==> src/rtl/sbsm_pkg.sv <==
// ----------------------------------------------------------------------------
// sbsm_pkg
// Shared types and constants for the serial bank-switch mapper.
// ----------------------------------------------------------------------------
`default_nettype none

package sbsm_pkg;

   typedef enum logic [1:0] {
      CMD_REG_WRITE = 2'd0,
      CMD_PRG_READ  = 2'd1,
      CMD_CHR_READ  = 2'd2,
      CMD_CHR_WRITE = 2'd3
   } cmd_type;

   // target register, picked by address bits 14..13 on the fifth write
   typedef enum logic [1:0] {
      REG_CONTROL = 2'd0,
      REG_CHR0    = 2'd1,
      REG_CHR1    = 2'd2,
      REG_PRG     = 2'd3
   } reg_sel_type;

   localparam logic [1:0] CSR_PRG_BANK_COUNT = 2'd0;
   localparam logic [1:0] CSR_CHR_IS_RAM     = 2'd1;

   localparam logic [4:0] PRG_BANK_COUNT_RESET = 5'd16;
   localparam logic [4:0] PRG_BANK_COUNT_MAX   = 5'd16;
   localparam logic [1:0] PRG_MODE_FIX_LAST    = 2'd3;
   localparam logic [1:0] PRG_MODE_FIX_FIRST   = 2'd2;
   localparam logic [1:0] MIRROR_HORIZONTAL    = 2'd3;
   localparam logic [2:0] SHIFT_LAST           = 3'd4;

   typedef struct packed {
      logic [4:0] prg_bank_count;
      logic       chr_is_ram;
      logic [1:0] mirror_mode;
      logic       chr_mode;
      logic [1:0] prg_mode;
      logic [3:0] prg_bank;
      logic [4:0] chr_bank_low;
      logic [4:0] chr_bank_high;
   } map_state_type;

endpackage

`default_nettype wire

==> src/rtl/sbsm_regs.sv <==
// ----------------------------------------------------------------------------
// sbsm_regs
// Serial shifter, mapper register file and configuration registers.
// ----------------------------------------------------------------------------
`default_nettype none

module sbsm_regs (
   input  wire logic                  clock,
   input  wire logic                  reset,
   input  wire logic                  wr_en,
   input  wire logic [15:0]           wr_address,
   input  wire logic                  wr_reset_bit,
   input  wire logic                  wr_shift_bit,
   input  wire logic                  csr_wr,
   input  wire logic [1:0]            csr_index,
   input  wire logic [4:0]            csr_data,
   output sbsm_pkg::map_state_type    state,
   output logic [1:0]                 mirror_next,
   output logic                       ctrl_written
);
   import sbsm_pkg::*;

   logic [4:0]    shift_value_ff, shift_value_in;
   logic [2:0]    shift_count_ff, shift_count_in;
   map_state_type state_ff, state_in;
   logic [4:0]    shifted;
   reg_sel_type   sel;

   assign shifted = {wr_shift_bit, shift_value_ff[4:1]};
   assign sel     = reg_sel_type'(wr_address[14:13]);

   always_comb begin
      shift_value_in = shift_value_ff;
      shift_count_in = shift_count_ff;
      state_in       = state_ff;
      ctrl_written   = 1'b0;
      if (wr_en && wr_address[15]) begin
         if (wr_reset_bit) begin
            shift_value_in    = '0;
            shift_count_in    = '0;
            state_in.prg_mode = PRG_MODE_FIX_LAST;
         end else if (shift_count_ff >= SHIFT_LAST) begin
            // fifth bit: commit to the selected register
            shift_value_in = '0;
            shift_count_in = '0;
            unique case (sel)
               REG_CONTROL: begin
                  state_in.mirror_mode = shifted[1:0];
                  state_in.prg_mode    = shifted[3:2];
                  state_in.chr_mode    = shifted[4];
                  ctrl_written         = 1'b1;
               end
               REG_CHR0: state_in.chr_bank_low  = shifted;
               REG_CHR1: state_in.chr_bank_high = shifted;
               REG_PRG:  state_in.prg_bank      = shifted[3:0];
               default:  state_in.prg_bank      = shifted[3:0];
            endcase
         end else begin
            shift_value_in = shifted;
            shift_count_in = shift_count_ff + 3'd1;
         end
      end
      if (csr_wr) begin
         if (csr_index == CSR_PRG_BANK_COUNT) begin
            state_in.prg_bank_count = csr_data;
         end else if (csr_index == CSR_CHR_IS_RAM) begin
            state_in.chr_is_ram = csr_data[0];
         end
      end
   end

   always_ff @(posedge clock) begin
      if (reset) begin
         shift_value_ff          <= '0;
         shift_count_ff          <= '0;
         state_ff.prg_bank_count <= PRG_BANK_COUNT_RESET;
         state_ff.chr_is_ram     <= 1'b0;
         state_ff.mirror_mode    <= MIRROR_HORIZONTAL;
         state_ff.chr_mode       <= 1'b0;
         state_ff.prg_mode       <= PRG_MODE_FIX_LAST;
         state_ff.prg_bank       <= '0;
         state_ff.chr_bank_low   <= '0;
         state_ff.chr_bank_high  <= '0;
      end else begin
         shift_value_ff <= shift_value_in;
         shift_count_ff <= shift_count_in;
         state_ff       <= state_in;
      end
   end

   assign state       = state_ff;
   assign mirror_next = state_in.mirror_mode;

endmodule

`default_nettype wire

==> src/rtl/sbsm_xlate.sv <==
// ----------------------------------------------------------------------------
// sbsm_xlate
// Program and pattern address translation from the current bank state.
// ----------------------------------------------------------------------------
`default_nettype none

module sbsm_xlate (
   input  wire sbsm_pkg::cmd_type       cmd,
   input  wire logic [15:0]             address,
   input  wire sbsm_pkg::map_state_type state,
   output logic [17:0]                  prg_rom_address,
   output logic [16:0]                  chr_mem_address,
   output logic                         chr_write_enable
);
   import sbsm_pkg::*;

   logic       prg_upper;
   logic [3:0] last_bank;
   logic [3:0] prg_bank_sel;
   logic       chr_upper;
   logic [4:0] chr_bank_sel;
   logic [16:0] chr_mapped;
   logic        is_chr;

   assign prg_upper = address[15] & address[14];
   assign chr_upper = address[12];
   assign is_chr    = (cmd == CMD_CHR_READ) || (cmd == CMD_CHR_WRITE);

   // a zero count acts as one bank, anything past the maximum as the maximum
   always_comb begin
      priority if (state.prg_bank_count == 5'd0) begin
         last_bank = 4'd0;
      end else if (state.prg_bank_count > PRG_BANK_COUNT_MAX) begin
         last_bank = 4'hF;
      end else begin
         last_bank = 4'(state.prg_bank_count - 5'd1);
      end
   end

   always_comb begin
      priority if (state.prg_mode < PRG_MODE_FIX_FIRST) begin
         prg_bank_sel = {state.prg_bank[3:1], prg_upper};
      end else if (state.prg_mode == PRG_MODE_FIX_FIRST) begin
         prg_bank_sel = prg_upper ? state.prg_bank : 4'd0;
      end else begin
         prg_bank_sel = prg_upper ? last_bank : state.prg_bank;
      end
   end

   always_comb begin
      if (!state.chr_mode) begin
         chr_bank_sel = {state.chr_bank_low[4:1], chr_upper};
      end else begin
         chr_bank_sel = chr_upper ? state.chr_bank_high : state.chr_bank_low;
      end
      if (state.chr_is_ram) begin
         chr_mapped = {4'd0, address[12:0]};
      end else begin
         chr_mapped = {chr_bank_sel, address[11:0]};
      end
   end

   assign prg_rom_address  = (cmd == CMD_PRG_READ) ? {prg_bank_sel, address[13:0]} : '0;
   assign chr_mem_address  = is_chr ? chr_mapped : '0;
   assign chr_write_enable = (cmd == CMD_CHR_WRITE) && state.chr_is_ram;

endmodule

`default_nettype wire

==> src/rtl/serial_bank_switch_mapper_core.sv <==
// Pipeline: a request is accepted into the input register, and its result
//   loads into the result register once that register can take it.
// Throughput: one item per cycle while rsp_ready holds; the bank registers
//   are read and updated between the two registers.
// Reset: synchronous, active high; clears the shifter and loads the power-on
//   bank state and configuration defaults. No clearing pass.
// ----------------------------------------------------------------------------
// serial_bank_switch_mapper_core
// Bank-switching mapper: serial register writes and address translation.
// ----------------------------------------------------------------------------
`default_nettype none

module serial_bank_switch_mapper_core (
   input  wire logic        clock,
   input  wire logic        reset,
   input  wire logic        req_valid,
   output logic             req_ready,
   input  wire logic [1:0]  req_cmd,
   input  wire logic [15:0] req_address,
   input  wire logic [7:0]  req_data,
   output logic             rsp_valid,
   input  wire logic        rsp_ready,
   output logic [17:0]      rsp_prg_rom_address,
   output logic [16:0]      rsp_chr_mem_address,
   output logic             rsp_chr_write_enable,
   output logic [1:0]       rsp_mirroring,
   output logic             rsp_mirroring_changed,
   input  wire logic        csr_valid,
   output logic             csr_ready,
   input  wire logic [1:0]  csr_index,
   input  wire logic [4:0]  csr_data
);
   import sbsm_pkg::*;

   logic          s1_valid_ff;
   cmd_type       s1_cmd_ff;
   logic [15:0]   s1_address_ff;
   logic          s1_reset_bit_ff;
   logic          s1_shift_bit_ff;

   logic          rsp_valid_ff;
   logic [17:0]   prg_ff;
   logic [16:0]   chr_ff;
   logic          we_ff;
   logic [1:0]    mirror_ff;
   logic          changed_ff;

   logic          out_load;
   logic          s1_advance;
   logic          req_take;

   map_state_type state;
   logic [1:0]    mirror_next;
   logic          ctrl_written;
   logic [17:0]   prg_in;
   logic [16:0]   chr_in;
   logic          we_in;

   assign out_load   = !rsp_valid_ff || rsp_ready;
   assign s1_advance = s1_valid_ff && out_load;
   assign req_ready  = !s1_valid_ff || out_load;
   assign req_take   = req_valid && req_ready;
   assign csr_ready  = 1'b1;

   always_ff @(posedge clock) begin
      if (reset) begin
         s1_valid_ff <= 1'b0;
      end else if (req_ready) begin
         s1_valid_ff <= req_valid;
      end
   end

   always_ff @(posedge clock) begin
      if (req_take) begin
         s1_cmd_ff       <= cmd_type'(req_cmd);
         s1_address_ff   <= req_address;
         s1_reset_bit_ff <= req_data[7];
         s1_shift_bit_ff <= req_data[0];
      end
   end

   sbsm_regs u_regs (
      .clock        (clock),
      .reset        (reset),
      .wr_en        (s1_advance && (s1_cmd_ff == CMD_REG_WRITE)),
      .wr_address   (s1_address_ff),
      .wr_reset_bit (s1_reset_bit_ff),
      .wr_shift_bit (s1_shift_bit_ff),
      .csr_wr       (csr_valid),
      .csr_index    (csr_index),
      .csr_data     (csr_data),
      .state        (state),
      .mirror_next  (mirror_next),
      .ctrl_written (ctrl_written)
   );

   sbsm_xlate u_xlate (
      .cmd              (s1_cmd_ff),
      .address          (s1_address_ff),
      .state            (state),
      .prg_rom_address  (prg_in),
      .chr_mem_address  (chr_in),
      .chr_write_enable (we_in)
   );

   always_ff @(posedge clock) begin
      if (reset) begin
         rsp_valid_ff <= 1'b0;
      end else if (out_load) begin
         rsp_valid_ff <= s1_valid_ff;
      end
   end

   always_ff @(posedge clock) begin
      if (s1_advance) begin
         prg_ff     <= prg_in;
         chr_ff     <= chr_in;
         we_ff      <= we_in;
         mirror_ff  <= mirror_next;
         changed_ff <= ctrl_written;
      end
   end

   assign rsp_valid             = rsp_valid_ff;
   assign rsp_prg_rom_address   = prg_ff;
   assign rsp_chr_mem_address   = chr_ff;
   assign rsp_chr_write_enable  = we_ff;
   assign rsp_mirroring         = mirror_ff;
   assign rsp_mirroring_changed = changed_ff;

endmodule

`default_nettype wire

==> config.mk <==
export PLATFORM = sky130hd
export DESIGN_NAME = serial_bank_switch_mapper_core
export DESIGN_NICKNAME = d
export VERILOG_FILES = /design/src/rtl/sbsm_pkg.sv /design/src/rtl/sbsm_regs.sv /design/src/rtl/sbsm_xlate.sv /design/src/rtl/serial_bank_switch_mapper_core.sv
export SDC_FILE = /design/constraint.sdc
export NUM_CORES = 1
export LEC_CHECK = 0
export CAP_MARGIN = 0
export CORE_ASPECT_RATIO = 0.7
export CORE_MARGIN = 2
export CORE_UTILIZATION = 30
export CTS_CLUSTER_DIAMETER = 200
export CTS_CLUSTER_SIZE = 12
export DETAILED_ROUTE_END_ITERATION = 16
export DONT_BUFFER_PORTS = 1
export GPL_TIMING_DRIVEN = 0
export MAX_ROUTING_LAYER = met4
export PLACE_DENSITY = 0.43
export SLEW_MARGIN = 30
export SYNTH_ARGS = -nofsm -noshare
export SYNTH_HDL_FRONTEND = slang
export SYNTH_HIERARCHICAL = 1
export SYNTH_SLANG_ARGS = --single-unit
==> constraint.sdc <==
create_clock -name clock -period 2.7 [get_ports clock]
set_clock_uncertainty 0.15 [all_clocks]
set_input_delay 0.135 -clock clock [delete_from_list [all_inputs] [get_ports clock]]
set_output_delay 0.135 -clock clock [all_outputs]
set_load 0.01 [all_outputs]
==> impl_metrics.json, run 1 <==
{
  "busiest_layer": "met1",
  "grt_pass1_vias": 2239,
  "grtUsageMet3_pct": 4.98,
  "cpMaxStageDelayCell": "edfxtp_1",
  "dieArea_mm2": 0.0132,
  "clk_pin_slew_ns": 0.07,
  "grt_start_max_net_pins": 22,
  "cts_root_buffer": "clkbuf_16",
  "die_h_um": 96.8,
  "ir_drop_uv": 317,
  "design.portCount": 80,
  "drv_slew": 0,
  "synth_area_leaders": "edfxtp_1 (48%), dfxtp_1 (18%), mux2i_1 (5.2%)",
  "swShare_pct": 22.0,
  "tns_ns": 0,
  "synth_top_area_share_pct": 48.0,
  "die_w_um": 137,
  "max-slew-margin-rel_pct": 62.7,
  "drc_errors": 0,
  "timing_hold_violations_final": 0,
  "rsz0062_at_grt": "no",
  "startpoint_type": "register",
  "whs_endpoint": "u_regs/state[19]",
  "grt_remaining_overflow": 0,
  "tightest_slew_ns": 0.560,
  "drt_iter0_drc": 149,
  "cts.sinks": 93,
  "seqPwrFrac_pct": 53.2,
  "power_leakage_nw": 1.60,
  "hold_path_depth": 2,
  "cp_max_fo": 10,
  "pwr-share-comb_pct": 4.9,
  "r2r_end": "rsp_mirroring[0]",
  "fillers": 1129,
  "clk_latency_ns": 0.34,
  "wl_per_cell_um": 16.2,
  "status": "finished clean",
  "fin_crit_sh_pct": 93.3,
  "dp_hpwl_um": 5420,
  "gp_congestion": 0.780,
  "core.rowCount": 33,
  "synthTopCellsByCount": "edfxtp_1 (59), dfxtp_1 (34), and2_1 (28)",
  "drv_cap": 0,
  "htreeDepth": 3,
  "min_path_type": "in2reg",
  "end_kind": "register",
  "finalSetupViolCount": 0,
  "synth_nets": 325,
  "r2r-start": "s1_cmd_ff[1]",
  "fmaxAchievable_ghz": 0.397,
  "grt_use_met1_pct": 18.6,
  "cpPeakStageDelay_ns": 0.59,
  "p_int_mw": 2.37,
  "antenna_found_initial": 0,
  "worst-r2r-setup-slack_ns": 0.18,
  "vias": 2312,
  "async_flop_share_pct": 0,
  "fin_nets": 376,
  "layout-drive-gt1-share_pct": 13.2,
  "tritoncts": "yes",
  "ys.flop_type": "edfxtp_1",
  "synth_cell_types": 51,
  "p_clk_share_pct": 41.9,
  "ys_ff_latch": 93,
  "syn_inst": 284,
  "period_minus_slack_ns": 2.52,
  "yosys_warnings": 6,
  "worstHoldStart": "reset",
  "final_util_pct": 38.9,
  "met2_usage_pct": 17.5,
  "synth_edf_count": 59,
  "postRouteAntennaNets": 0,
  "yosysMostFrequentCell": "edfxtp_1",
  "cp_top_family": "simple AND/OR/NAND/NOR gates",
  "p_sw_mw": 0.666,
  "core_area_mm2": 0.0119,
  "port_buffers": 0,
  "start_util_pct": 31.1,
  "reg2reg_depth": 4,
  "clk_path_buf_depth": 2,
  "yosys.area.top_type": "edfxtp_1",
  "path_buf_inv": 0,
  "hold-worst-slack_ns": 0.0303,
  "syn-cell-area_mm2": 0.00369,
  "syn_area_per_cell_um2": 13.0,
  "insertedDiodeCount": 0,
  "path_class": "reg2reg",
  "power_density_mw_per_mm2": 659,
  "synth-seq-area-share_pct": 66.5,
  "area_growth_pct": 24.9,
  "first_pass_iters": 4,
  "required_ns": 2.64,
  "ff_latch_area_mm2": 0.00245,
  "multiInputGateArea_mm2": 0.00118,
  "drt_wl_total_um": 8050,
  "grt_pass1_wl_um": 12700,
  "cts_buffers": 9,
  "track_usage_pct": 13.2,
  "crit_chain": "nor4b_4 > nand2_2 > nor3_4 > mux2_2",
  "cp.arrival_ns": 2.46,
  "viasPerCell": 4.65
}
==> worst register-to-register path: cells and delay by family (launching register included) <==
kind	cells	cell delay, ns
flip-flops	1	0.59
multiplexers	1	0.38
AND/OR/NAND/NOR	3	1.16
==> cells by family (layout without fill, tap and decap cells) <==
logic type      count (synthesis)  after routing  share of synthesized area [%]
simple gates                  110            110                           17.4
flops                          93             93                           66.5
compound gates                 37             37                           6.82
mux                            21             21                           5.77
buf+inv                        17             73                           1.87
fa+ha+maj                       3              3                           1.02
xor+xnor                        2              2                          0.475
other cells                     1              1                          0.102
==> how the worst max path moves through the flow <==
stage,slack [ns],cells past startpoint,to,startpoint
2_1_floorplan,0.44,4,rsp_mirroring[0],s1_cmd_ff[1]
3_3_place_gp,-0.15,4,rsp_mirroring[1],s1_cmd_ff[1]
3_5_place_dp,-0.19,4,rsp_mirroring[0],s1_cmd_ff[1]
4_1_cts,0.03,4,rsp_mirroring[0],s1_cmd_ff[1]
5_1_grt,0.08,4,rsp_mirroring[0],s1_cmd_ff[1]
6_report,0.18,4,rsp_mirroring[0],s1_cmd_ff[1]
==> layer usage <==
layer,share of wire (%),up-vias
li1,-,1127
met1,53,1129
met2,42,50
met3,4.4,6
met4,1.0,0
met5,0,-
==> sequential cells by signal (all words and copies together), names as in the netlist, 2 cells and up <==
name                   flops
u_regs/state              25
rsp_prg_rom_address       18
rsp_chr_mem_address       17
s1_address_ff             16
u_regs/shift_value_ff      4
u_regs/shift_count_ff      3
rsp_mirroring              2
s1_cmd_ff                  2
==> layout make-up <==
type                            count  area share (%)
Buffer                              9           0.842
Clock buffer                       10            4.97
Clock inverter                      6            1.58
Inverter                            8           0.652
Multi-Input combinational cell    174            25.6
Sequential cell                    93            53.2
Tap cell                          157            4.26
Timing Repair Buffer               40            8.85
==> layout by cell type (no fill, tap or decap), types with 7 or more instances in the layout <==
cell type / n
a21oi_1: 11
and2_1: 26
clkbuf_16: 9
dfxtp_1: 34
dlygate4sd3_1: 35
edfxtp_1: 59
mux2i_1: 19
nand2_1: 18
nand2b_1: 10
nor2_1: 17
nor3_1: 7
==> power by group through the flow <==
| stage | clock (mW) | sequential [mW] | combinational (mW) |
|---|---|---|---|
| floorplan | 0 | 1.63 | 0.0766 |
| global placement | 0 | 1.65 | 0.101 |
| detailed placement | 0 | 1.65 | 0.109 |
| CTS | 1.32 | 1.62 | 0.151 |
| global route | 1.37 | 1.62 | 0.166 |
| finish | 1.27 | 1.61 | 0.149 |
==> stage by stage <==
stage / cell area, µm² / power (mW) / setup slack [ns] / instances
finish: 4610 / 3.03 / 0.181 / 497
global route: 4610 / 3.16 / 0.0763 / 497
CTS: 4570 / 3.09 / 0.0328 / 493
detailed placement: 3910 / 1.76 / -0.193 / 442
global placement: 3880 / 1.75 / -0.148 / 441
floorplan: 3690 / 1.71 / 0.436 / 284
==> what timing repair did <==
item | in CTS | in global routing
resized for setup | 1 | 1
endpoints found under the setup margin | 2 | 2
hold endpoints to repair | 35 | 0
pin swaps | 1 | 1
setup buffers | 0 | 4
hold buffers | 35 | 0
Power figures use the tool's default switching activity.
==> run 2, diff against run 1 <==
Settings changed: CORE_ASPECT_RATIO 0.7 to 0.8.
==> run 2 against run 1 <==
Against the previous run:
- wire length decreased by 1.9%
- global-route usage decreased by 0.38 points
- largest power group unchanged
- largest cell class unchanged
- sequential cell count unchanged
- via count increased by 0.56%
- highest routed layer unchanged
- critical path type unchanged
==> impl_metrics.json, run 2 (same netlist as run 1, synthesis figures left out) <==
{
  "tritoncts": "yes",
  "hold_path_depth": 2,
  "largest_reg_flops": 25,
  "area_growth_pct": 24.1,
  "hold-worst-slack_ns": 0.0516,
  "tns_ns": 0,
  "rsz0062_at_grt": "no",
  "start_util_pct": 30.5,
  "dieArea_mm2": 0.0132,
  "die_h_um": 103,
  "track_usage_pct": 12.9,
  "final_util_pct": 37.9,
  "grt_start_max_net_pins": 26,
  "placed_cells": 437,
  "power_leakage_nw": 1.59,
  "drc_errors": 0,
  "finalSetupViolCount": 0,
  "cp.arrival_ns": 2.47,
  "crit_cells": 4,
  "status": "finished clean",
  "dr_wl_met3_um": 423,
  "final_common_cell": "edfxtp_1",
  "first_pass_iters": 4,
  "max-slew-margin-rel_pct": 57.9,
  "highest_layer": "met4",
  "startpoint_type": "register",
  "fin_cells": 491,
  "core.rowCount": 36,
  "htreeDepth": 3,
  "path_buf_inv": 0,
  "cp_top_family": "simple AND/OR/NAND/NOR gates",
  "cpPeakStageDelay_ns": 0.58,
  "ir_drop_uv": 380,
  "postRouteAntennaNets": 0,
  "wl_met2_um": 3430,
  "antenna_found_initial": 0,
  "period_minus_slack_ns": 2.53,
  "grt_pass1_vias": 2341,
  "vias": 2325,
  "reg2reg_depth": 4,
  "cts.sinks": 93,
  "cts_buffers": 9,
  "fin_nets": 375,
  "wl_per_cell_um": 16.1,
  "grt_remaining_overflow": 0,
  "clk_pin_slew_ns": 0.06,
  "fin_crit_sh_pct": 93.8,
  "cp_max_fo": 10,
  "layout-drive-gt1-share_pct": 12.7,
  "timing_hold_violations_final": 0,
  "most-common-layout-cells": "edfxtp_1 (59), dlygate4sd3_1 (35), dfxtp_1 (34)",
  "min_path_type": "in2reg",
  "end_kind": "register",
  "crit_chain": "nor4b_4 > nand2_2 > nor3_4 > mux2_2",
  "clk_path_buf_depth": 2,
  "wl_met1_um": 3930,
  "insertedDiodeCount": 0,
  "drv_cap": 0,
  "tightest_slew_ns": 0.630,
  "drt_wl_total_um": 7890,
  "drt_iter0_drc": 140,
  "viasPerCell": 4.74,
  "drv_slew": 0,
  "cpMaxStageDelayCell": "edfxtp_1",
  "cts_root_buffer": "clkbuf_16",
  "dp_hpwl_um": 5300,
  "core_area_mm2": 0.0121,
  "required_ns": 2.64,
  "port_buffers": 0,
  "fmaxAchievable_ghz": 0.395,
  "path_class": "reg2reg",
  "clk_latency_ns": 0.34,
  "die_w_um": 128,
  "gp_congestion": 0.745,
  "power_density_mw_per_mm2": 655,
  "design.portCount": 80,
  "grt_pass1_wl_um": 12400
}
-- run 2: cell types whose count changed in the layout (fill, tap and decap cells not counted) --
cell        before  now
clkbuf_1         6    5
clkinv_4         3    1
buf_12           0    1
buf_4            5    4
buf_16           1    0
clkinv_1         1    3
clkinvlp_4       1    0
clkinv_2         0    2
-- run 2: power by group --
group / internal (mW) / total (mW) / switching [mW]
clock network: 0.713 / 1.24 / 0.523
logic: 0.0727 / 0.147 / 0.0739
registers: 1.57 / 1.61 / 0.0463
total: 2.35 / 3.00 / 0.643
-- run 2: area by class of cell --
class	count	area, µm²
plain buffers	9	38.8
clock buffers	9	225
clock inverters	7	65.1
fillers	1189	7500
inverters	8	30.0
multi-input cells	174	1180
flip-flops and latches	93	2450
well taps	152	190
repair buffers	39	393
-- run 2: worst paths after layout --
path	startpoint	end	slack, ns
setup / recovery	s1_cmd_ff[1]	rsp_mirroring[0]	0.17
hold / removal	reset	u_regs/state[19]	0.05
setup reg to reg	s1_cmd_ff[1]	rsp_mirroring[0]	0.17
hold reg to reg	u_regs/state[0]	u_regs/state[0]	0.31
-- run 2: worst reg2reg max path, cell delays in order (launching register included) --
cell and delay (ns):
edfxtp_1 0.58, nor4b_4 0.54, nand2_2 0.26, nor3_4 0.37
mux2_2 0.38
-- run 2: layer usage --
| layer | GRT usage, % | vias up |
|---|---|---|
| li1 | - | 1124 |
| met1 | 17.1 | 1136 |
| met2 | 18.1 | 55 |
| met3 | 4.46 | 10 |
| met4 | 4.82 | 0 |
| met5 | - | - |
-- run 2: through the flow --
step | instance area [µm²] | setup slack, ns | power (mW)
floorplan | 3690 | 0.436 | 1.71
global placement | 3880 | -0.220 | 1.75
detailed placement | 3900 | -0.217 | 1.75
CTS | 4550 | 0.00187 | 3.04
global route | 4570 | 0.00859 | 3.11
finish | 4570 | 0.169 | 3.00
-- run 2: repair_timing --
action	in CTS	in global routing
pin swaps	1	1
hold endpoints to repair	37	0
hold buffers	35	0
endpoints found under the setup margin	2	2
buffers inserted	0	3
gates resized for setup	1	1
==> run 3, diff against run 2 <==
Settings changed: PLACE_DENSITY 0.43 to not set, SYNTH_HIERARCHICAL 1 to not set.
==> run 3 against run 2 <==
Against the previous run:
- synthesized cell count increased by 1.4%
- total power up 0.13%
- sequential share of layout area up 0.88 points
- largest cell class unchanged
- highest routed layer unchanged
==> impl_metrics.json, run 3 <==
{
  "pwr-share-comb_pct": 5.0,
  "grt_pass1_wl_um": 12000,
  "finalSetupViolCount": 0,
  "clk_pin_slew_ns": 0.06,
  "synth_area_leaders": "edfxtp_1 (49%), dfxtp_1 (19%), and2_1 (4.8%)",
  "drt_wl_total_um": 7430,
  "synth-seq-area-share_pct": 67.3,
  "fin_nets": 375,
  "fillers": 1138,
  "r2r-start": "u_regs.state[20]",
  "synth_top_area_share_pct": 48.6,
  "cpMaxStageDelayCell": "or3b_2",
  "final_common_cell": "edfxtp_1",
  "syn_area_per_cell_um2": 12.6,
  "tightest_slew_ns": 0.611,
  "r2r_end": "rsp_prg_rom_address[15]",
  "clk_path_buf_depth": 2,
  "crit_chain": "inv_1 > ha_1 > or3b_2 > maj3_1 > a22o_1",
  "tritoncts": "yes",
  "core_area_mm2": 0.0117,
  "period_minus_slack_ns": 2.13,
  "die_h_um": 103,
  "required_ns": 2.64,
  "area_growth_pct": 23.6,
  "tns_ns": 0,
  "insertedDiodeCount": 0,
  "rsz0062_at_grt": "no",
  "async_flop_share_pct": 0,
  "postRouteAntennaNets": 0,
  "antenna_found_initial": 0,
  "die_w_um": 127,
  "cp.arrival_ns": 2.07,
  "seqPwrFrac_pct": 53.6,
  "design.portCount": 80,
  "drv_slew": 0,
  "layout-drive-gt1-share_pct": 7.96,
  "largest_reg_flops": 25,
  "ir_drop_uv": 285,
  "cts_root_buffer": "clkbuf_16",
  "max-slew-margin-rel_pct": 59.2,
  "crit_cells": 5,
  "swShare_pct": 21.7,
  "cp_top_family": "adder cells",
  "min_path_type": "in2reg",
  "first_pass_iters": 5,
  "path_class": "reg2reg",
  "fmaxAchievable_ghz": 0.469,
  "p_clk_share_pct": 41.5,
  "startpoint_type": "register",
  "htreeDepth": 3,
  "ys.flop_type": "edfxtp_1",
  "grt_pass1_vias": 2231,
  "power_leakage_nw": 1.67,
  "cts_setup_buffers": 0,
  "port_buffers": 0,
  "reg2reg_depth": 5,
  "wl_per_cell_um": 15.3,
  "synth_nets": 329,
  "gp_congestion": 0.837,
  "grt_remaining_overflow": 0,
  "path_buf_inv": 1,
  "finalWorstSetupSlack_ns": 0.568,
  "drc_errors": 0,
  "placed_area_mm2": 0.00386,
  "crit_end": "rsp_prg_rom_address[15]",
  "synth_cell_types": 41,
  "most-common-layout-cells": "edfxtp_1 (59), dlygate4sd3_1 (34), dfxtp_1 (34)",
  "end_kind": "register",
  "timing_hold_violations_final": 0,
  "core.rowCount": 35,
  "worst-r2r-setup-slack_ns": 0.57,
  "track_usage_pct": 12.6,
  "fin_crit_sh_pct": 79.0,
  "cpPeakStageDelay_ns": 0.48,
  "cts.sinks": 93,
  "final_cell_area_mm2": 0.00450,
  "synthTopCellsByCount": "edfxtp_1 (59), dfxtp_1 (34), nor2_1 (30)",
  "viasPerCell": 4.67,
  "drv_cap": 0,
  "cts_buffers": 9,
  "cp_max_fo": 5,
  "power_density_mw_per_mm2": 667,
  "startpoint": "u_regs.state[20]",
  "drt_iter0_drc": 161,
  "ys_ff_latch": 93,
  "yosys.area.top_type": "edfxtp_1",
  "syn_inst": 288,
  "p_sw_mw": 0.650,
  "clk_latency_ns": 0.34,
  "grt_start_max_net_pins": 23,
  "vias": 2276,
  "dp_slack_ns": 0.585,
  "yosys_warnings": 0,
  "dieArea_mm2": 0.0130,
  "synth_edf_count": 59,
  "status": "finished clean",
  "p_int_mw": 2.35,
  "yosysMostFrequentCell": "edfxtp_1",
  "power_mw": 3.00,
  "start_util_pct": 31.2,
  "final_util_pct": 38.5,
  "syn-cell-area_mm2": 0.00364,
  "dp_hpwl_um": 5100
}
==> run 3: cell count changes after synthesis, sizes merged, moves of 3 or more <==
cell,before,now
nor2,17,30
nand3,4,10
a22oi,6,0
a21oi,11,22
nand2b,10,3
nand4,0,6
o21ai,6,1
clkbuf,5,10
nor3,8,3
and3b,0,3
a31o,5,0
==> run 3: worst min path at each step <==
stage,start,to,slack (ns),cells after the start
finish,reset,u_regs.state[15],0.15,3
global route,reset,u_regs.state[15],0.16,3
CTS,reset,u_regs.state[15],0.13,3
detailed placement,req_address[2],s1_address_ff[2],0.08,0
global placement,req_address[2],s1_address_ff[2],0.08,0
floorplan,req_address[0],s1_address_ff[0],0.08,0
==> run 3: area by class of cell <==
class / instances / area [µm²] / area share [%]
buffer: 12 / 56.3 / 1.25
clock buffer: 11 / 264 / 5.87
clock inverter: 5 / 38.8 / 0.862
inverter: 8 / 30.0 / 0.667
multi-input combinational: 175 / 1110 / 24.6
sequential: 93 / 2450 / 54.5
tap: 148 / 185 / 4.11
timing repair buffer: 35 / 368 / 8.17
==> run 3: through the flow <==
step,instances,hold slack (ns)
floorplan,288,0.0839
global placement,436,0.0839
detailed placement,437,0.0839
CTS,487,0.133
global route,487,0.162
finish,487,0.146
==> run 3: cell families (layout without fill, tap and decap cells) <==
group	after synthesis	after routing	synth area share, %
AOI/OAI and AO/OA	31	31	4.98
xor gates and xnor gates	1	1	0.241
and+or+nand+nor	118	118	18.1
other	1	1	0.103
buffers and inverters	20	71	2.37
adders and majority gates	5	5	1.58
muxes	19	19	5.29
DFF	93	93	67.3
==> run 3: power groups by stage <==
stage	Combinational, mW	Sequential, mW	Clock, mW
floorplan	0.0778	1.63	0
global placement	0.101	1.64	0
detailed placement	0.110	1.64	0
CTS	0.151	1.61	1.29
global route	0.166	1.61	1.34
finish	0.149	1.61	1.24
==> run 3: metal layers <==
layer | track usage [%] | up-vias | routed length (µm)
met2 | 18.4 | 57 | 3360
met3 | 4.46 | 7 | 316
li1 | - | 1115 | -
met1 | 16.6 | 1097 | 3650
met5 | - | - | 0
met4 | 3.80 | 0 | 104
==> run 3: worst min-delay path: cells and delay by family <==
kind	cells	cell delay, ns
compound gates	1	0.07
buf+inv	1	0.23
simple gates	1	0.15
==> run 3: timing repair <==
action	4_1_cts	5_1_grt
hold endpoints to repair	28	0
hold buffers	34	0
gates resized for setup	0	0
endpoints found under the setup margin	0	0
